**src/hw/rtl/ssp_pkg.sv**
```systemverilog
package ssp_pkg;

	localparam int unsigned SLEW_W = 10;
	localparam int unsigned LIM_W  = 13;
	localparam int unsigned CDEG_W = 15;

	localparam logic [7:0]        MAX_DEG       = 8'd180;
	localparam logic [CDEG_W-1:0] MAX_CDEG      = 15'd18000;
	localparam logic [11:0]       PULSE_MIN     = 12'd500;
	localparam logic [LIM_W-1:0]  MIN_STEP_CDEG = 13'd10;
	localparam int                DEADBAND_CDEG = 5;
	localparam logic [SLEW_W-1:0] SLEW_RESET    = 10'd120;
	localparam logic [SLEW_W-1:0] SLEW_LO       = 10'd1;
	localparam logic [SLEW_W-1:0] SLEW_HI       = 10'd1000;

	typedef enum logic [1:0] {
		OP_SET  = 2'd0,
		OP_UP   = 2'd1,
		OP_DOWN = 2'd2,
		OP_TICK = 2'd3
	} opcode_t;

	// decoded command, zero-length ticks become no-ops
	typedef enum logic [2:0] {
		K_SET,
		K_UP,
		K_DOWN,
		K_TICK,
		K_NOP
	} kind_t;

	typedef struct packed {
		kind_t            kind;
		logic [7:0]       amount;
		logic [LIM_W-1:0] lim;
	} cmd_t;

endpackage

```
**src/hw/rtl/ssp_front.sv**
```systemverilog
module ssp_front import ssp_pkg::*; (
	input  logic              clk,
	input  logic              arst_n,
	input  logic              cfg_valid,
	output logic              cfg_ready,
	input  logic [SLEW_W-1:0] cfg_data,
	input  logic              in_valid,
	output logic              in_ready,
	input  logic [1:0]        opcode,
	input  logic [7:0]        amount,
	input  logic [15:0]       tick_us,
	output logic              cmd_valid,
	input  logic              cmd_ready,
	output cmd_t              cmd
);

	localparam int unsigned PROD_W  = SLEW_W + 16;
	localparam int unsigned RECIP_K = 40;
	// ceil(2^40 / 10000), exact floor division for products below 2^26
	localparam logic [26:0] RECIP_10K = 27'd109951163;
	localparam int unsigned WIDE_W = PROD_W + 27;

	logic [SLEW_W-1:0] slew_q;

	logic              valid_s1;
	kind_t             kind_s1;
	logic [7:0]        amount_s1;
	logic [PROD_W-1:0] prod_s1;

	logic              valid_s2;
	kind_t             kind_s2;
	logic [7:0]        amount_s2;
	logic [LIM_W-1:0]  quot_s2;

	logic              s2_free;
	logic              s1_free;
	logic              in_fire;
	logic              s1_move;
	kind_t             kind_in;
	logic [7:0]        amount_in;
	logic [WIDE_W-1:0] wide;

	assign cfg_ready = 1'b1;

	always_ff @(posedge clk or negedge arst_n) begin
		if (!arst_n) begin
			slew_q <= SLEW_RESET;
		end else if (cfg_valid) begin
			if (cfg_data < SLEW_LO)
				slew_q <= SLEW_LO;
			else if (cfg_data > SLEW_HI)
				slew_q <= SLEW_HI;
			else
				slew_q <= cfg_data;
		end
	end

	always_comb begin
		amount_in = amount;
		case (opcode)
			OP_SET: begin
				kind_in = K_SET;
				if (amount > MAX_DEG)
					amount_in = MAX_DEG;
			end
			OP_UP:   kind_in = K_UP;
			OP_DOWN: kind_in = K_DOWN;
			default: kind_in = (tick_us == 16'd0) ? K_NOP : K_TICK;
		endcase
	end

	assign s2_free  = !valid_s2 || cmd_ready;
	assign s1_move  = valid_s1 && s2_free;
	assign s1_free  = !valid_s1 || s2_free;
	assign in_ready = s1_free;
	assign in_fire  = in_valid && in_ready;

	assign wide = {27'd0, prod_s1} * {{PROD_W{1'b0}}, RECIP_10K};

	always_ff @(posedge clk or negedge arst_n) begin
		if (!arst_n) begin
			valid_s1 <= 1'b0;
			valid_s2 <= 1'b0;
		end else begin
			if (s1_free)
				valid_s1 <= in_fire;
			if (s2_free)
				valid_s2 <= s1_move;
		end
	end

	always_ff @(posedge clk) begin
		if (in_fire) begin
			kind_s1   <= kind_in;
			amount_s1 <= amount_in;
			prod_s1   <= {16'd0, slew_q} * {{SLEW_W{1'b0}}, tick_us};
		end
		if (s1_move) begin
			kind_s2   <= kind_s1;
			amount_s2 <= amount_s1;
			quot_s2   <= wide[RECIP_K +: LIM_W];
		end
	end

	assign cmd_valid   = valid_s2;
	assign cmd.kind    = kind_s2;
	assign cmd.amount  = amount_s2;
	assign cmd.lim     = (quot_s2 < MIN_STEP_CDEG) ? MIN_STEP_CDEG : quot_s2;

endmodule

```
**src/hw/rtl/ssp_queue.sv**
```systemverilog
module ssp_queue import ssp_pkg::*; #(
	parameter int unsigned DEPTH = 4
) (
	input  logic clk,
	input  logic arst_n,
	input  logic push_valid,
	output logic push_ready,
	input  cmd_t push_data,
	output logic pop_valid,
	input  logic pop_ready,
	output cmd_t pop_data
);

	localparam int unsigned PTR_W = (DEPTH > 1) ? $clog2(DEPTH) : 1;
	localparam int unsigned CNT_W = $clog2(DEPTH + 1);
	localparam logic [PTR_W-1:0] LAST = PTR_W'(DEPTH - 1);

	cmd_t             entry_q [DEPTH];
	logic [PTR_W-1:0] wr_ptr_q;
	logic [PTR_W-1:0] rd_ptr_q;
	logic [CNT_W-1:0] count_q;
	logic             push;
	logic             pop;

	assign push_ready = count_q != CNT_W'(DEPTH);
	assign pop_valid  = count_q != '0;
	assign push       = push_valid && push_ready;
	assign pop        = pop_valid && pop_ready;
	assign pop_data   = entry_q[rd_ptr_q];

	always_ff @(posedge clk or negedge arst_n) begin
		if (!arst_n) begin
			wr_ptr_q <= '0;
			rd_ptr_q <= '0;
			count_q  <= '0;
		end else begin
			if (push)
				wr_ptr_q <= (wr_ptr_q == LAST) ? '0 : wr_ptr_q + 1'b1;
			if (pop)
				rd_ptr_q <= (rd_ptr_q == LAST) ? '0 : rd_ptr_q + 1'b1;
			if (push && !pop)
				count_q <= count_q + 1'b1;
			else if (pop && !push)
				count_q <= count_q - 1'b1;
		end
	end

	always_ff @(posedge clk) begin
		if (push)
			entry_q[wr_ptr_q] <= push_data;
	end

endmodule

```
**src/hw/rtl/ssp_back.sv**
```systemverilog
module ssp_back import ssp_pkg::*; (
	input  logic              clk,
	input  logic              arst_n,
	input  logic              cmd_valid,
	output logic              cmd_ready,
	input  cmd_t              cmd,
	output logic              out_valid,
	input  logic              out_ready,
	output logic [11:0]       pulse_width,
	output logic [CDEG_W-1:0] commanded_cdeg,
	output logic [7:0]        angle_rounded,
	output logic [7:0]        target_deg
);

	// ceil(2^17/9) and ceil(2^21/100), exact over the commanded range
	localparam logic [13:0] RECIP_9   = 14'd14564;
	localparam logic [14:0] RECIP_100 = 15'd20972;

	logic              out_valid_q;
	logic [7:0]        target_q;
	logic [CDEG_W-1:0] commanded_q;

	logic              pop;
	logic [8:0]        up_sum;
	logic [CDEG_W-1:0] tgt_cdeg;
	logic signed [15:0] err;
	logic signed [15:0] lim_s;
	logic signed [15:0] step;
	logic signed [15:0] next_c;
	logic              in_band;
	logic [28:0]       p9;
	logic [29:0]       p100;

	assign pop       = cmd_valid && (!out_valid_q || out_ready);
	assign cmd_ready = !out_valid_q || out_ready;

	assign up_sum   = {1'b0, target_q} + {1'b0, cmd.amount};
	assign tgt_cdeg = CDEG_W'(target_q) * CDEG_W'(100);
	assign err      = $signed({1'b0, tgt_cdeg}) - $signed({1'b0, commanded_q});
	assign lim_s    = $signed({3'b000, cmd.lim});
	assign in_band  = (err > -16'sd5) && (err < 16'sd5);

	always_comb begin
		if (err > lim_s)
			step = lim_s;
		else if (err < -lim_s)
			step = -lim_s;
		else
			step = err;
	end

	assign next_c = $signed({1'b0, commanded_q}) + step;

	always_ff @(posedge clk or negedge arst_n) begin
		if (!arst_n) begin
			out_valid_q <= 1'b0;
			target_q    <= '0;
			commanded_q <= '0;
		end else begin
			if (out_valid_q && out_ready)
				out_valid_q <= 1'b0;
			if (pop) begin
				out_valid_q <= 1'b1;
				case (cmd.kind)
					K_SET: begin
						target_q    <= cmd.amount;
						commanded_q <= CDEG_W'(cmd.amount) * CDEG_W'(100);
					end
					K_UP: begin
						target_q <= (up_sum > {1'b0, MAX_DEG}) ? MAX_DEG : up_sum[7:0];
					end
					K_DOWN: begin
						target_q <= (cmd.amount >= target_q) ? 8'd0 : target_q - cmd.amount;
					end
					K_TICK: begin
						if (!in_band)
							commanded_q <= (next_c > $signed({1'b0, MAX_CDEG})) ?
								MAX_CDEG : next_c[CDEG_W-1:0];
					end
					default: begin
					end
				endcase
			end
		end
	end

	// pulse and rounded angle follow the held commanded angle
	assign p9   = (29'(commanded_q) + 29'd4) * 29'(RECIP_9);
	assign p100 = (30'(commanded_q) + 30'd50) * 30'(RECIP_100);

	assign out_valid      = out_valid_q;
	assign commanded_cdeg = commanded_q;
	assign target_deg     = target_q;
	assign pulse_width    = PULSE_MIN + p9[28:17];
	assign angle_rounded  = p100[28:21];

endmodule

```
**src/hw/rtl/servo_slew_limited_pwm.sv**
```systemverilog
// channel  | direction | handshake              | payload
// ---------+-----------+------------------------+------------------------------------
// cfg      | in        | cfg_valid / cfg_ready  | cfg_data (slew rate, deg/s)
// in       | in        | in_valid / in_ready    | opcode, amount, tick_us
// out      | out       | out_valid / out_ready  | pulse_width, commanded_cdeg,
//          |           |                        | angle_rounded, target_deg
//
// one transfer per cycle on each side while nothing stalls; a command's result is registered
// after its input transfer through two front stages, the queue entry, then the state update
// the slew-limit multiply and the divide by 10000 set the two front stages
// arst_n clears the pipeline, the queue and the state: target 0, angle 0, pulse 500 us,
// slew rate 120 deg/s; cfg_ready is always high
// a held result stops the back end only; the front keeps taking commands until the
// queue and both front stages fill, then in_ready drops
module servo_slew_limited_pwm import ssp_pkg::*; #(
	parameter int unsigned QUEUE_DEPTH = 4
) (
	input  logic              clk,
	input  logic              arst_n,
	input  logic              cfg_valid,
	output logic              cfg_ready,
	input  logic [SLEW_W-1:0] cfg_data,
	input  logic              in_valid,
	output logic              in_ready,
	input  logic [1:0]        opcode,
	input  logic [7:0]        amount,
	input  logic [15:0]       tick_us,
	output logic              out_valid,
	input  logic              out_ready,
	output logic [11:0]       pulse_width,
	output logic [CDEG_W-1:0] commanded_cdeg,
	output logic [7:0]        angle_rounded,
	output logic [7:0]        target_deg
);

	// decoded commands with their slew limit, front to queue
	logic f_valid;
	logic f_ready;
	cmd_t f_cmd;

	// queue to back end
	logic b_valid;
	logic b_ready;
	cmd_t b_cmd;

	// front: slew register, opcode decode, limit = max(10, slew * tick / 10000)
	ssp_front u_front (
		.clk       (clk),
		.arst_n    (arst_n),
		.cfg_valid (cfg_valid),
		.cfg_ready (cfg_ready),
		.cfg_data  (cfg_data),
		.in_valid  (in_valid),
		.in_ready  (in_ready),
		.opcode    (opcode),
		.amount    (amount),
		.tick_us   (tick_us),
		.cmd_valid (f_valid),
		.cmd_ready (f_ready),
		.cmd       (f_cmd)
	);

	// short queue so the front keeps going while a result is held
	ssp_queue #(
		.DEPTH (QUEUE_DEPTH)
	) u_queue (
		.clk        (clk),
		.arst_n     (arst_n),
		.push_valid (f_valid),
		.push_ready (f_ready),
		.push_data  (f_cmd),
		.pop_valid  (b_valid),
		.pop_ready  (b_ready),
		.pop_data   (b_cmd)
	);

	// back: target and commanded angle, held in the output register itself
	ssp_back u_back (
		.clk            (clk),
		.arst_n         (arst_n),
		.cmd_valid      (b_valid),
		.cmd_ready      (b_ready),
		.cmd            (b_cmd),
		.out_valid      (out_valid),
		.out_ready      (out_ready),
		.pulse_width    (pulse_width),
		.commanded_cdeg (commanded_cdeg),
		.angle_rounded  (angle_rounded),
		.target_deg     (target_deg)
	);

endmodule

```
**config.mk**
```make
export PLATFORM = sky130hd
export DESIGN_NAME = servo_slew_limited_pwm
export DESIGN_NICKNAME = d
export VERILOG_FILES = /design/src/hw/rtl/ssp_pkg.sv /design/src/hw/rtl/ssp_front.sv /design/src/hw/rtl/ssp_queue.sv /design/src/hw/rtl/ssp_back.sv /design/src/hw/rtl/servo_slew_limited_pwm.sv
export SDC_FILE = /design/constraint.sdc
export NUM_CORES = 2
export LEC_CHECK = 0
export BUFFER_PORTS_ARGS = -buffer_cell sky130_fd_sc_hd__buf_2
export CORE_ASPECT_RATIO = 1.4
export CORE_MARGIN = 2
export CORE_UTILIZATION = 55
export CTS_CLUSTER_DIAMETER = 150
export CTS_CLUSTER_SIZE = 10
export DETAILED_ROUTE_END_ITERATION = 16
export GPL_ROUTABILITY_DRIVEN = 0
export GPL_TIMING_DRIVEN = 0
export PLACE_DENSITY = 0.71
export SLEW_MARGIN = 20
export SYNTH_ARGS = -nofsm -noshare
export SYNTH_HDL_FRONTEND = slang
export SYNTH_HIERARCHICAL = 1
export SYNTH_SLANG_ARGS = --single-unit
```
**constraint.sdc**
```tcl
create_clock -name clk -period 14.7 [get_ports clk]
set_input_delay 2.94 -clock clk [delete_from_list [all_inputs] [get_ports clk]]
set_output_delay 2.94 -clock clk [all_outputs]
set_load 0.02 [all_outputs]
```
==> results.md <==
- Slew at the pin closest to its max-slew limit: 0.976 ns
- Ys flop type: edfxtp_1
- Commonest non-fill, non-tap cell in the layout: inv_1
- Ant. Diodes: 0
- Vias in the first global route: 27800
- Core ar.: 0.0666 sq mm
- Synthesized area: 0.0369 sq mm
- TritonRoute pass-1 iters: 5
- Commonest cells after routing, fill and taps aside: inv_1, ha_1, fa_1
- Total GRT Usage: 0.271
- First-pass GRT wire length: 144000 microns
- Num CTS Buffers: 17
- Worst hold path type: reg -> reg
- Clock sinks: 200
- DR DRC count: 0
- Clk Latency, worst-skew pair: around 0.45 ns
- CP most frequent cell: fa_1
- Longest Clk Path Bufs: 2
- CTS tree: built
- Startpoint Class: register
- RSZ-0062 raised after global routing: no
- DRT Wirelength: about 90000 microns
- Die height: just over 300 microns
- Crit path time final: 11.59 ns
- Die Footprint: 0.0692 sq mm
- Nets@finish: between 4000 and 5000
- DR iter-0 viols: 1315
- Clock Skew: between 0.009 and 0.01 ns
- WP data required: 11.76 ns
- Post-Syn Area per Cell: ~10 sq um
- Via density: 5.62
- Top-Level Pins: between 80 and 90
- Ys async rst share: 0.215
- Routed Antenna Nets: 0
- Largest net degree at the start of global routing: 35
- Post-CTS Setup Repair Bufs: 0
- Pins Over Slew Limit: 0
- CP peak stage delay: 0.67 ns
- Crit-path max FO: 9
- Synth Instances: 3658
- Share of post-route cells with drive strength above 1: 0.0553
- Hpwl dp: 78300 microns
- WL/cell: 19.5 microns
- Clock transition at path regs: ~0.07 ns
- Crit path arrival time: around 8.7 ns
- Slew HR: 0.344
- Final Hold Viols: 0
- Fraction of the yosys area taken by sequential cells: 0.157
- Starting Density: 0.554
- Setup Viol. Count Final: 0
- I/O Buffers: 85
- Netlist cell types: 100
- WS Path Type: reg -> out
- Top delay family on crit path: adder cells
- Warning count from the yosys run: 6
- Post-CTS Hold Buffers: 0
- Die W: 223 microns
- Cell row count: 112
- CP bufs+invs: 5
- Layout fillers: ~5800
- Crit end category: output port
- TNS Setup: 0 ns
- Remaining Overflow, GRT: 0
- Count of state elements after synthesis: 200
- Area Overhead vs Synth: 5.82%
- DR vias: 26000
- Max cap viols: 0
- Htree depth: 4
- Syn Nets: 4873
- Status: complete, no violations
- FMAX: 86.3 MHz
- CTS resizes: 0
- CTS root buf: clkbuf_16
- Period utilization: 0.789
- EDFF count, synth: 157
- Worst path slowest cell: xnor2_1
- Initial antenna violation count: 0
[flip-flops by register name, summed over array words and instances (netlist names)]
register               cells
u_back/commanded_cdeg     15
u_back/out_valid           1
u_back/target_deg          8
u_front/amount_s1          8
u_front/amount_s2          8
u_front/cmd_valid          1
u_front/kind_s1            3
u_front/kind_s2            3
u_front/prod_s1           26
u_front/quot_s2           13
u_front/slew_q            10
u_front/valid_s1           1
u_queue/count_q            3
u_queue/entry_q           96
u_queue/rd_ptr_q           2
u_queue/wr_ptr_q           2
[path summary, 6_finish.rpt]
path	slack (ns)	endpoint	depth (start not counted)	startpoint
max	3.11	pulse_width[11]	25	u_back/commanded_cdeg[6]
min	0.42	u_front/amount_s2[3]	0	u_front/amount_s1[3]
max reg2reg	4.23	u_back/commanded_cdeg[12]	35	u_back/target_deg[1]
min reg2reg	0.42	u_front/amount_s2[3]	0	u_front/amount_s1[3]
max in group asynchronous	11.74	u_back/commanded_cdeg[4]	2	arst_n
min in group asynchronous	2.43	u_front/slew_q[8]	1	arst_n
[final cells by class]
cell class,count,area [sq um],share of cell area
flip-flops and latches,200,5800,0.149
plain buffers,80,359,0.00920
well taps,855,1070,0.0274
inverters,904,3390,0.0870
multi-input cells,2474,27400,0.701
clock inverters,14,164,0.00420
clock buffers,17,425,0.0109
repair buffers,87,465,0.0119
[Yosys cell counts (7+ instances only)]
library cell	instances	area [sq um]
clkbuf_1	64	240
fa_1	537	10800
mux4_2	18	405
xnor2_1	120	1050
and3_1	25	156
xor2_1	34	298
a31oi_1	16	100
o21bai_1	24	180
nand2b_1	28	175
nor2_1	101	379
or2_2	12	75.1
mux2_2	12	135
dfrtp_1	39	976
inv_1	903	3390
o211ai_1	13	97.6
nand2_1	157	589
ha_1	637	7970
a22oi_1	8	60.1
o21ai_0	84	420
and2_1	100	626
a21o_1	55	413
nor2b_1	17	106
o22ai_1	7	43.8
o31ai_1	11	82.6
nor3b_1	7	52.6
a211oi_1	16	120
edfxtp_1	157	4710
a221o_1	7	70.1
and4_1	9	78.8
nand3_1	55	275
o21a_1	20	150
nor3_1	41	205
or3_1	10	62.6
nor4_1	15	93.8
a21oi_1	132	661
nand4_1	18	113
[kinds of logic after synthesis]
group | after synthesis | share of synthesized area
AND/OR/NAND/NOR | 616 | 0.0861
buffers and inverters | 984 | 0.102
AO/OA/AOI/OAI | 486 | 0.0897
multiplexers | 42 | 0.0206
adder cells (fa/ha/maj) | 1174 | 0.508
flip-flops | 200 | 0.157
XOR/XNOR | 155 | 0.0370
other | 1 | 0.000102
[routing by layer]
| layer | up-vias | track usage | part of all wire |
|---|---|---|---|
| li1 | 12100 | - | - |
| met5 | - | 0 | 0 |
| met4 | 0 | 0.169 | 0.068 |
| met3 | 253 | 0.0243 | 0.032 |
| met2 | 683 | 0.522 | 0.55 |
| met1 | 13000 | 0.283 | 0.35 |
[stage by stage]
step	worst slack [ns]	hold WS (ns)	instances	area, sq um	utilization
after CTS	3.14	0.421	4631	39000	0.586
final	3.11	0.420	4631	39000	0.586
after floorplan	4.99	0.400	3658	36900	-
after global routing	2.63	0.426	4631	39000	0.586
after global placement	3.77	0.402	4598	38400	0.576
after detailed placement	3.66	0.405	4600	38400	0.577
Power is not shown: default switching activity piles up to over one toggle a cycle in this logic, so the estimate is an artifact.
